==> src/rtl/cdg_pkg.sv <==
// Shared constants, codes and controller/datapath handshake types for the
// chunk descriptor generator. No dependencies.
package cdg_pkg;

	// Offset table geometry
	localparam int MAX_SEQ     = 256;
	localparam int TABLE_DEPTH = MAX_SEQ + 1;
	localparam int ADDR_W      = $clog2(TABLE_DEPTH);
	localparam int LOAD_W      = $clog2(TABLE_DEPTH + 1);
	localparam int SEQ_W       = $clog2(MAX_SEQ);

	// Field widths
	localparam int OFS_W      = 32;
	localparam int IDX_W      = 32;
	localparam int CS_W       = 17;
	localparam int CNT_W      = 16;
	localparam int OSEQ_W     = 8;
	localparam int STAT_W     = 3;
	localparam int CFG_IDX_W  = 2;
	localparam int CFG_DATA_W = 32;
	localparam int PROD_W     = (IDX_W - 1) + CS_W;

	// Register reset values
	localparam logic [CS_W-1:0]  CHUNK_SIZE_RST = CS_W'(64);
	localparam logic [CNT_W-1:0] TOTAL_RST      = CNT_W'(1);

	// Register indexes
	localparam logic [CFG_IDX_W-1:0] REG_CHUNK_SIZE = CFG_IDX_W'(0);
	localparam logic [CFG_IDX_W-1:0] REG_TOTAL      = CFG_IDX_W'(1);

	typedef enum logic [1:0] {
		ACT_LOAD = 2'd0,
		ACT_EXPL = 2'd1,
		ACT_AUTO = 2'd2,
		ACT_FIN  = 2'd3
	} action_t;

	typedef enum logic [STAT_W-1:0] {
		ST_OK        = 3'd0,
		ST_BAD_SEQ   = 3'd1,
		ST_BAD_CHUNK = 3'd2,
		ST_MISMATCH  = 3'd3,
		ST_SHORT     = 3'd4,
		ST_EXHAUSTED = 3'd5,
		ST_FULL      = 3'd6
	} status_t;

	// Which result the datapath builds on a commit
	typedef enum logic [2:0] {
		SEL_LOAD  = 3'd0,
		SEL_SHORT = 3'd1,
		SEL_EXPL  = 3'd2,
		SEL_AUTO  = 3'd3,
		SEL_FIN   = 3'd4
	} res_sel_t;

	typedef struct packed {
		logic     take;
		logic     mul;
		logic     auto_run;
		logic     commit;
		res_sel_t sel;
	} cdg_cmd_t;

	typedef struct packed {
		logic loaded_lt2;
		logic hit;
		logic can_adv;
		logic out_free;
	} cdg_stat_t;

endpackage

==> src/rtl/cdg_ctrl.sv <==
// Controller state machine: sequences one request beat through the datapath.
// Depends on cdg_pkg.
module cdg_ctrl import cdg_pkg::*; (
	input  logic      clk,
	input  logic      arst_n,
	input  logic      req_valid,
	output logic      req_ready,
	input  logic [1:0] req_action,
	input  cdg_stat_t stat,
	output cdg_cmd_t  cmd
);

	typedef enum logic [6:0] {
		S_IDLE  = 7'b0000001,
		S_LOAD  = 7'b0000010,
		S_SHORT = 7'b0000100,
		S_FIN   = 7'b0001000,
		S_XMUL  = 7'b0010000,
		S_XCHK  = 7'b0100000,
		S_AUTO  = 7'b1000000
	} state_t;

	state_t state_q, state_d;

	// Decode next state and datapath commands
	always_comb begin
		state_d   = state_q;
		cmd       = '0;
		cmd.sel   = SEL_LOAD;
		req_ready = (state_q == S_IDLE);
		case (state_q)
			S_IDLE: begin
				if (req_valid) begin
					cmd.take = 1'b1;
					if (action_t'(req_action) == ACT_LOAD) begin
						state_d = S_LOAD;
					end else if (stat.loaded_lt2) begin
						state_d = S_SHORT;
					end else begin
						case (action_t'(req_action))
							ACT_EXPL: state_d = S_XMUL;
							ACT_AUTO: state_d = S_AUTO;
							default:  state_d = S_FIN;
						endcase
					end
				end
			end
			S_LOAD: begin
				cmd.sel = SEL_LOAD;
				if (stat.out_free) begin
					cmd.commit = 1'b1;
					state_d    = S_IDLE;
				end
			end
			S_SHORT: begin
				cmd.sel = SEL_SHORT;
				if (stat.out_free) begin
					cmd.commit = 1'b1;
					state_d    = S_IDLE;
				end
			end
			S_FIN: begin
				cmd.sel = SEL_FIN;
				if (stat.out_free) begin
					cmd.commit = 1'b1;
					state_d    = S_IDLE;
				end
			end
			S_XMUL: begin
				cmd.mul = 1'b1;
				state_d = S_XCHK;
			end
			S_XCHK: begin
				cmd.sel = SEL_EXPL;
				if (stat.out_free) begin
					cmd.commit = 1'b1;
					state_d    = S_IDLE;
				end
			end
			S_AUTO: begin
				// step over empty sequences until a chunk is found or the table ends
				cmd.auto_run = 1'b1;
				cmd.sel      = SEL_AUTO;
				if ((stat.hit || !stat.can_adv) && stat.out_free) begin
					cmd.commit = 1'b1;
					state_d    = S_IDLE;
				end
			end
			default: state_d = S_IDLE;
		endcase
	end

	always_ff @(posedge clk or negedge arst_n) begin
		if (!arst_n) begin
			state_q <= S_IDLE;
		end else begin
			state_q <= state_d;
		end
	end

endmodule

==> config.mk <==
export PLATFORM = sky130hd
export DESIGN_NAME = cdg_ctrl
export DESIGN_NICKNAME = d
export VERILOG_FILES = /design/src/rtl/cdg_pkg.sv /design/src/rtl/cdg_ctrl.sv
export SDC_FILE = /design/constraint.sdc
export NUM_CORES = 1
export LEC_CHECK = 0
export BUFFER_PORTS_ARGS = -buffer_cell sky130_fd_sc_hd__buf_2
export CAP_MARGIN = 20
export CORE_AREA = 2 2 39 41
export CTS_CLUSTER_DIAMETER = 150
export DETAILED_ROUTE_END_ITERATION = 6
export DIE_AREA = 0 0 41 43
export PLACE_DENSITY = 0.69
export SLEW_MARGIN = 20
export SYNTH_ARGS = -nofsm -noshare
export SYNTH_HDL_FRONTEND = slang
export SYNTH_SLANG_ARGS = --single-unit
export TNS_END_PERCENT = 5
==> constraint.sdc <==
create_clock -name clk -period 1.8 [get_ports clk]
set_clock_uncertainty 0.1 [all_clocks]
set_input_delay 0.36 -clock clk [delete_from_list [all_inputs] [get_ports clk]]
set_output_delay 0.36 -clock clk [all_outputs]
set_load 0.01 [all_outputs]
==> out/qor.txt, run 1 <==
CTS tree: done
Max-cap viol count: 0
Worst-Margin Slew: 0.327 ns
# IOs: 17
DIE HEIGHT: 43 um
Filler cell count: 111
Total CTS buffers: 3
Routed Antenna Nets: 0
Critical Path Start Type: flop
Setup TNS: -3.19 ns
Global-route wire length before repair: 2.43 mm
Maximum vdd ir drop: 0.787 mV
P_leak: 0.474 nW
Final WL: 1.62 mm
Max_slew headroom: 78.2%
Post-synth ARST share: 100%
Fin crit share: 122%
Final #Nets: 109
Hold_ws: 0.233 ns
Status: finished with violations
Min cycle time layout: 2.19 ns
CTS sink cnt: 7
Crit path kind: flop to output port
Top_reg_cell synth: dfrtp_1
Hold Crit Class: input port to flop
Syn Inst Count: 56
Cell row count: 14
Worst setup endpoint: cmd[3]
Synth-to-Final Area Change: 73.5%
Reg2reg path depth: 7
Utilization after layout: 68.1%
Reg-to-reg critical path endpoint: state_q[3]$_DFFE_PN0P_
Clock root buffer: clkbuf_4
Initial Util: 39.2%
Max Transition Viols Final: 0
CP max-delay cell: or4b_4
Worst slack, placed: -0.187 ns
Synth warn: 0
DRC viols: 0
Critical Path Max Stage Delay: 0.57 ns
Final Hold Viols: 0
Vias: 584
Fin worst setup slack: -0.391 ns
Detailed Place HPWL: 1.16 mm
Total gr overflow: 0
Largest Register: state_q
Worst setup path startpoint: state_q[5]$_DFFE_PN0P_
TritonRoute pass-1 iters: 4
PD cells: 1340 nW/um^2
Reg clk slew, reported paths: 0.05 ns
Final Cell Area: 942 um^2
Vias in the first global route: 611
Ant diodes: 0
Wire per inst: 14.4 um
Flop-to-flop setup slack: -0.38 ns
Maximum fanout along the worst path: 5
Worst Path Required: 1.34 ns
Port bufs: 16
Final setup viols: 13
Number of DRC markers in iteration 0: 5
Arr. time, crit path: 1.73 ns
Gr usage total: 20.5%
Seq. cell area: 180 um^2
Mapped Area: 543 um^2
Post-DP Area: 762 um^2
Placer Congestion: 0.683
Max reg flops: 7
Reg2Reg Launch Point: state_q[5]$_DFFE_PN0P_
Post-Syn Area per Cell: 9.70 um^2
Synth unique cells: 29
Biggest registers after layout: state_q: 7 flops
Initial antenna violation count: 0
Critical path capture point type: output port
Pin count of the biggest net entering global routing: 9
Vias per std cell: 5.21
Fmax: 456 MHz
Clk_lat worst skew: 0.25 ns
Area of the die: 1760 um^2
Synth Register Bits: 7
Htree depth: 1
RSZ-0062 raised after global routing: yes
Post-synthesis sequential area ratio: 32.5%
Mapped Nets: 68
Area of the multi-input gates: 433 um^2
Core area: 1380 um^2
Crit-path cells: or4b_4 -> o311ai_4 -> nand3b_4 -> a21boi_1 -> buf_2
Failing checks: negative setup slack
Die X-Extent: 41 um
EDFF count, synth: 0
Hold wc startpoint: req_valid
Clock Tree Buf Depth: 2
Share of cells above drive strength 1: 65.6%
==> kinds of logic after synthesis <==
| logic type | synth area share, % |
|---|---|
| XOR/XNOR | 4.84 |
| buffers and inverters | 5.53 |
| AO/OA/AOI/OAI | 16.1 |
| adder cells (fa/ha/maj) | 6.91 |
| multiplexers | 5.53 |
| flip-flops | 32.5 |
| AND/OR/NAND/NOR | 28.6 |
==> cell usage in the layout, fill, tap and decap left out, drive strengths merged, types with 2 or more instances in the layout <==
master and instances:
mux2 2, a21oi 2, inv 4, buf 37, nand2 4, xnor2 3
clkbuf 4, ha 3, nor3b 2, nor3 3, nor4 3, nand2b 2
dfrtp 6, or4b 2, nor2 4
==> synth_stat cells (2+ instances only) <==
cell	count	area, um^2
nor3_1	3	15.0
ha_1	3	37.5
nand2b_1	2	12.5
or4b_1	2	20.0
inv_1	4	15.0
nor4_1	3	18.8
mux2_4	2	30.0
dfrtp_1	6	150
a21oi_1	2	10.0
nor3b_1	2	15.0
nor2_1	4	15.0
nand2_1	4	15.0
xnor2_1	3	26.3
==> layout make-up <==
cell class	instances	share of cell area, %
Clock buffer	4	2.79
Tap cell	16	2.12
Multi-Input combinational cell	43	45.9
Sequential cell	7	19.1
Inverter	4	1.59
Timing Repair Buffer	38	28.4
==> stage by stage <==
step,total power [mW],instances
final,1.26,112
after global routing,1.35,112
after CTS,1.17,112
after detailed placement,0.857,103
after global placement,0.836,103
after floorplan,0.572,56
==> critical path, delay by kind of cell, from the launching register on <==
family | cells | cell delay [ns]
AND/OR/NAND/NOR | 2 | 0.68
flip-flops | 1 | 0.44
AO/OA/AOI/OAI | 2 | 0.22
buffers and inverters | 1 | 0.15
==> worst min path at each step <==
stage / endpoint / slack (ns) / cells past startpoint
2_1_floorplan: state_q[1]$_DFFE_PN0P_ / -0.04 / 0
3_3_place_gp: state_q[6]$_DFFE_PN0P_ / 0.09 / 1
3_5_place_dp: state_q[4]$_DFFE_PN0P_ / 0.1 / 1
4_1_cts: state_q[0]$_DFFE_PN1P_ / 0.22 / 2
5_1_grt: state_q[0]$_DFFE_PN1P_ / 0.22 / 2
6_report: state_q[0]$_DFFE_PN1P_ / 0.23 / 2
==> power by group <==
part	leakage [nW]	switching, mW	total [mW]	internal (mW)
Sequential	0.0882	0.0690	0.273	0.204
Combinational	0.371	0.368	0.850	0.482
Clock	0.0150	0.0549	0.139	0.0844
==> metal layers <==
metal  track usage [%]  vias up  share of wire, %
met3              1.57        2               2.2
met4              9.33        0               1.7
met5                 0        -                 0
met2              36.6       14                58
li1                  -      285                 -
met1              22.5      283                38
==> repair_timing <==
| action | 4_1_cts | 5_1_grt |
|---|---|---|
| endpoints found under the hold margin | 6 | 0 |
| hold buffers | 1 | 0 |
| setup buffers | 4 | 0 |
| pin swaps | 6 | 4 |
| setup endpoints to repair | 12 | 15 |
| gates resized for setup | 13 | 11 |
(Power assumes the default switching activity.)
==> inputs of run 2 (changes only) <==
- PLACE_DENSITY: 0.69 -> 0.66
- SLEW_MARGIN: 20 -> 5
- clock period: 1.8 -> 2.6 ns (I/O delays scaled with it)
==> run 2 against run 1 <==
Critical endpoint unchanged; final area down 28%; sequential cell count unchanged; via count fell by 16%; largest cell class unchanged; the run now ends clean; final cell count fell by 19%; combinational power is 65% lower; hold slack improved by 0.17 ns; worst setup slack improved by 0.48 ns; register-to-register slack improved by 0.89 ns; highest routed layer unchanged; routed wire length fell by 30%; utilization decreased by 19 points; die area unchanged; count of clock-buffer cells in the layout unchanged.
==> out/qor.txt, run 2 (synthesis gave the netlist of run 1 again) <==
Status: complete, no violations
Hold path depth: 2 (unchanged)
Critical path capture point type: output port
Placer Congestion: 0.718 (+5.1%)
P_leak: 0.325 nW (-31%)
Number of DRC markers in iteration 0: 3 (-2)
Die X-Extent: 41 um (unchanged)
Final #Nets: 88 (-19%)
# IOs: 17 (unchanged)
Maximum fanout along the worst path: 7 (+2)
Worst-Margin Slew: 0.348 ns (+0.0214 ns)
Ant diodes: 0 (unchanged)
CTS tree: done
Share of cells above drive strength 1: 40.0% (-26 points)
Initial Util: 39.2% (unchanged)
Max_slew headroom: 76.4% (-1.8 points)
Pin count of the biggest net entering global routing: 10 (+1)
Setup TNS: 0 ns (+3.19 ns)
Clock root buffer: clkbuf_4
RSZ-0062 raised after global routing: no
Vias per std cell: 5.40 (+3.5%)
Max-cap viol count: 0 (unchanged)
Post-CTS setup buffer count: 0 (-4)
Hold Crit Class: input port to flop
Non-filler instance count after layout: 91 (-19%)
Area of the die: 1760 um^2 (unchanged)
Clock Tree Buf Depth: 2 (unchanged)
Wire per inst: 12.5 um (-14%)
Routed Antenna Nets: 0 (unchanged)
Critical Path Start Type: flop
Dpl cells: 86 (-17%)
Hold_ws: 0.400 ns (+0.167 ns)
Total CTS buffers: 3 (unchanged)
Core area: 1380 um^2 (unchanged)
Min cycle time layout: 2.51 ns
Crit path kind: flop to output port
Maximum vdd ir drop: 0.376 mV (-52%)
Final Hold Viols: 0 (unchanged)
Port bufs: 16 (unchanged)
Clk_lat worst skew: 0.25 ns (about the same)
Arr. time, crit path: 1.89 ns (+0.16 ns)
CTS sink cnt: 7 (unchanged)
Final setup viols: 0 (-13)
Max Transition Viols Final: 0 (unchanged)
Synth-to-Final Area Change: 25.1%
Most frequent cells in the layout: 16 x buf_2, 4 x inv_1, 4 x nor2_1, 4 x nand2_1, 4 x dfrtp_1
Biggest registers after layout: state_q: 7 flops
Vias: 491 (-16%)
Most common cell after layout, fill and taps aside: buf_2
Largest Register: state_q
Final Cell Area: 679 um^2 (-28%)
Reg2reg path depth: 5 (-2)
Gr usage total: 15.7% (-4.8 points)
Fin crit share: 96.5%
DIE HEIGHT: 43 um (unchanged)
Vias in the first global route: 440 (-28%)
Final WL: 1.13 mm (-30%)
TritonRoute pass-1 iters: 3 (-1)
Fmax: 398 MHz
DRC viols: 0 (unchanged)
Cell row count: 14 (unchanged)
Worst Path Required: 1.98 ns (+0.64 ns)
Max reg flops: 7 (unchanged)
Total gr overflow: 0 (unchanged)
Flop-to-flop setup slack: 0.51 ns (+0.89 ns)
Reg clk slew, reported paths: 0.05 ns (about the same)
Final Power: 579 uW (-54%)
PD cells: 852 nW/um^2 (-36%)
Global-route wire length before repair: 1.80 mm (-26%)
Post-DP Area: 628 um^2 (-18%)
Initial antenna violation count: 0 (unchanged)
Htree depth: 1 (unchanged)
Detailed Place HPWL: 894 um (-23%)
[run 2: timing repair]
item	4_1_cts	5_1_grt
hold buffers	1	0
hold endpoints to repair	6	0
endpoints found under the setup margin	0	3
gates resized for setup	0	4
[run 2: cell type report]
type                            count  area [um^2]
Multi-Input combinational cell     43          349
Clock buffer                        4         26.3
Fill cell                         143          704
Timing Repair Buffer               17         90.1
Inverter                            4         15.0
Sequential cell                     7          179
Tap cell                           16         20.0
[run 2: worst max-delay path: stages, from the launching register on]
cell	delay [ns]
dfrtp_2	0.45
or4b_1	0.56
o311ai_1	0.13
nand3b_2	0.17
a21boi_0	0.18
buf_2	0.16
[run 2: power by group]
part | switching [mW] | total [mW] | internal, mW
clock | 0.0402 | 0.0987 | 0.0586
combinational | 0.157 | 0.297 | 0.140
sequential | 0.0427 | 0.183 | 0.140
[run 2: through the flow]
stage	setup WS, ns	utilization (%)
after global placement	0.318	45.4
after CTS	0.0181	48.0
after detailed placement	0.299	45.4
after global routing	0.00419	49.1
after floorplan	0.422	-
final	0.0901	49.1
[run 2: layer usage]
| layer | share of wire (%) | global-route usage [%] | wire, um |
|---|---|---|---|
| met1 | 43 | 19.7 | 488 |
| met2 | 51 | 22.2 | 576 |
| met3 | 3.4 | 1.57 | 38 |
| met4 | 2.6 | 14.0 | 29 |
| met5 | 0 | 0 | 0 |
[run 2: worst paths after layout]
kind                                              from                endpoint
worst max-delay path            state_q[2]$_DFFE_PN0P_                  cmd[3]
worst min-delay path                         req_valid  state_q[0]$_DFFE_PN1P_
worst max register to register  state_q[2]$_DFFE_PN0P_  state_q[2]$_DFFE_PN0P_
worst min register to register  state_q[5]$_DFFE_PN0P_  state_q[5]$_DFFE_PN0P_
max in group asynchronous                       arst_n  state_q[0]$_DFFE_PN1P_
min in group asynchronous                       arst_n  state_q[3]$_DFFE_PN0P_
==> inputs of run 3 (changes only) <==
- SETUP_SLACK_MARGIN: not set -> 0.4
==> run 3 against run 2 <==
Sequential share of layout area decreased by 3.8 points; routed wire length is 16% higher; final area is 19% higher; final cell count is 9.9% higher; count of clock-buffer cells in the layout is the same; non-clock buffer count is 9 higher; first-iteration DRC count increased by 33%; sequential power is 3% higher; utilization grew 9.1 points; maximum frequency increased by 6.3%; hold slack improved by 0.00061 ns; die area unchanged; critical path type unchanged; largest cell class unchanged.
==> out/qor.txt, run 3 (synthesis gave the netlist of run 1 again) <==
Maximum fanout along the worst path: 6 (-1)
Min cycle time layout: 2.36 ns (-0.148 ns)
Post-DP Area: 628 um^2 (unchanged)
Arr. time, crit path: 1.74 ns (-0.15 ns)
DRC viols: 0 (unchanged)
Hold wc startpoint: req_valid
Critical Path Max Stage Delay: 0.58 ns (+0.02 ns)
Worst setup path startpoint: state_q[2]$_DFFE_PN0P_
Utilization after layout: 58.2% (+9.1 points)
Crit-path cells: or4b_4 -> o311ai_4 -> nand3b_4 -> a21boi_2 -> buf_2
Die X-Extent: 41 um (unchanged)
Setup TNS: 0 ns (unchanged)
Highest Signal Layer: met4
CTS sink cnt: 7 (unchanged)
Number of DRC markers in iteration 0: 4 (+1)
DIE HEIGHT: 43 um (unchanged)
Maximum vdd ir drop: 0.376 mV (about the same)
Clock network power share: 13.9% (-3.2 points)
Max_slew headroom: 77.0% (+0.62 points)
Fmax: 423 MHz (+6.3%)
Final setup viols: 0 (unchanged)
# IOs: 17 (unchanged)
Reg clk slew, reported paths: 0.05 ns (about the same)
Pin count of the biggest net entering global routing: 10 (unchanged)
Global-route wire length before repair: 1.97 mm (+9.2%)
Vias: 536 (+9.2%)
Crit path depth: 5 (unchanged)
Initial antenna violation count: 0 (unchanged)
Worst-Margin Slew: 0.344 ns (-0.00373 ns)
Biggest registers after layout: state_q: 7 flops
Share of cells above drive strength 1: 56.0% (+16 points)
Area of the die: 1760 um^2 (unchanged)
Clock root buffer: clkbuf_4
Reg2reg path depth: 7 (+2)
Largest Register: state_q
Initial Util: 39.2% (unchanged)
Total CTS buffers: 3 (unchanged)
Ant diodes: 0 (unchanged)
Most common cell after layout, fill and taps aside: buf_2
Gr usage total: 17.0% (+1.3 points)
Filler cell count: 135 (-5.6%)
Seq pwr share: 27.0% (-4.6 points)
Switching power: 284 uW (+18%)
Worst Path Required: 1.98 ns (about the same)
Critical Path Start Type: flop
PD cells: 871 nW/um^2 (+2.3%)
Hold Crit Class: input port to flop
Final Cell Area: 806 um^2 (+19%)
Critical path capture point type: output port
TritonRoute pass-1 iters: 3 (unchanged)
Reg2Reg Launch Point: state_q[2]$_DFFE_PN0P_
Flop-to-flop setup slack: 0.33 ns (-0.18 ns)
CTS tree: done
P_leak: 0.401 nW (+23%)
Routed Antenna Nets: 0 (unchanged)
DRT met1 WL: 573 um (+17%)
Delay-heaviest family, CP: simple AND/OR/NAND/NOR gates
Internal power: 418 uW (+23%)
Htree depth: 1 (unchanged)
Final #Nets: 97 (+10%)
Detailed Place HPWL: 894 um (unchanged)
Max Transition Viols Final: 0 (unchanged)
Final Power: 702 uW (+21%)
Met2 wire len: 677 um (+18%)
Fin crit share: 90.9% (-5.7 points)
Synth-to-Final Area Change: 48.4%
Switching part of the total power: 40.5% (-1.0 points)
Total gr overflow: 0 (unchanged)
RSZ-0062 raised after global routing: yes
Reg-to-reg critical path endpoint: state_q[3]$_DFFE_PN0P_
Combinational share of power: 59.1% (+7.8 points)
Clk_lat worst skew: 0.25 ns (about the same)
Final Hold Viols: 0 (unchanged)
Max-cap viol count: 0 (unchanged)
Cell row count: 14 (unchanged)
Vias per std cell: 5.36 (-0.66%)
Worst setup endpoint: cmd[3]
Clock Tree Buf Depth: 2 (unchanged)
Metal3 WL: 38 um (unchanged)
Crit path kind: flop to output port
Max reg flops: 7 (unchanged)
Placer Congestion: 0.718 (unchanged)
Vias in the first global route: 489 (+11%)
WP buf/inv: 1 (unchanged)
Final WL: 1.32 mm (+16%)
Port bufs: 16 (unchanged)
CP max-delay cell: or4b_4
Most frequent cells in the layout: 16 x buf_2, 9 x buf_4
Wire per inst: 13.2 um (+5.9%)
Status: complete, no violations
Core area: 1380 um^2 (unchanged)
run 3: metrics by stage:
stage	hold slack, ns	worst slack, ns	std cells
finish	0.400	0.238	100
global route	0.403	0.184	100
CTS	0.396	0.224	95
detailed placement	0.260	0.299	86
global placement	0.255	0.318	86
floorplan	0.124	0.422	56
run 3: area by class of cell:
type,instances,area (um^2),share of cell area (%)
Clock buffer,4,26.3,3.26
Inverter,4,15.0,1.86
Multi-Input combinational cell,43,405,50.3
Sequential cell,7,181,22.5
Tap cell,16,20.0,2.48
Timing Repair Buffer,26,158,19.6
run 3: power groups by stage:
stage,Combinational (mW),Clock (mW),Sequential [mW]
final,0.415,0.0977,0.189
after global routing,0.445,0.106,0.194
after CTS,0.336,0.102,0.183
after detailed placement,0.291,0,0.180
after global placement,0.290,0,0.177
after floorplan,0.227,0,0.165
run 3: worst reg2reg max path, stage by stage, from the launching register on:
cell and delay (ns):
dfrtp_2 0.45, or4b_4 0.58, o311ai_4 0.10, nand3b_4 0.11, buf_4 0.15, buf_4 0.14, o32ai_4 0.20, mux2_4 0.33
run 3: routing by layer:
layer | up-vias | global-route usage (%)
met2 | 13 | 25.3
li1 | 262 | -
met1 | 258 | 20.7
met5 | - | 0
met4 | 0 | 14.0
met3 | 3 | 1.57
run 3: repair_timing:
action / in CTS / in global routing
gates resized for setup: 9 / 7
setup endpoints to repair: 6 / 8
pin swaps: 4 / 4
hold endpoints to repair: 6 / 0
hold buffers: 1 / 0
setup buffers: 4 / 5
run 3: worst min-delay path by stage:
stage,depth (start not counted),slack (ns),to
final,2,0.40,state_q[0]$_DFFE_PN1P_
after global routing,2,0.40,state_q[0]$_DFFE_PN1P_
after CTS,2,0.40,state_q[0]$_DFFE_PN1P_
after detailed placement,1,0.26,state_q[5]$_DFFE_PN0P_
after global placement,1,0.26,state_q[2]$_DFFE_PN0P_
after floorplan,0,0.12,state_q[1]$_DFFE_PN0P_
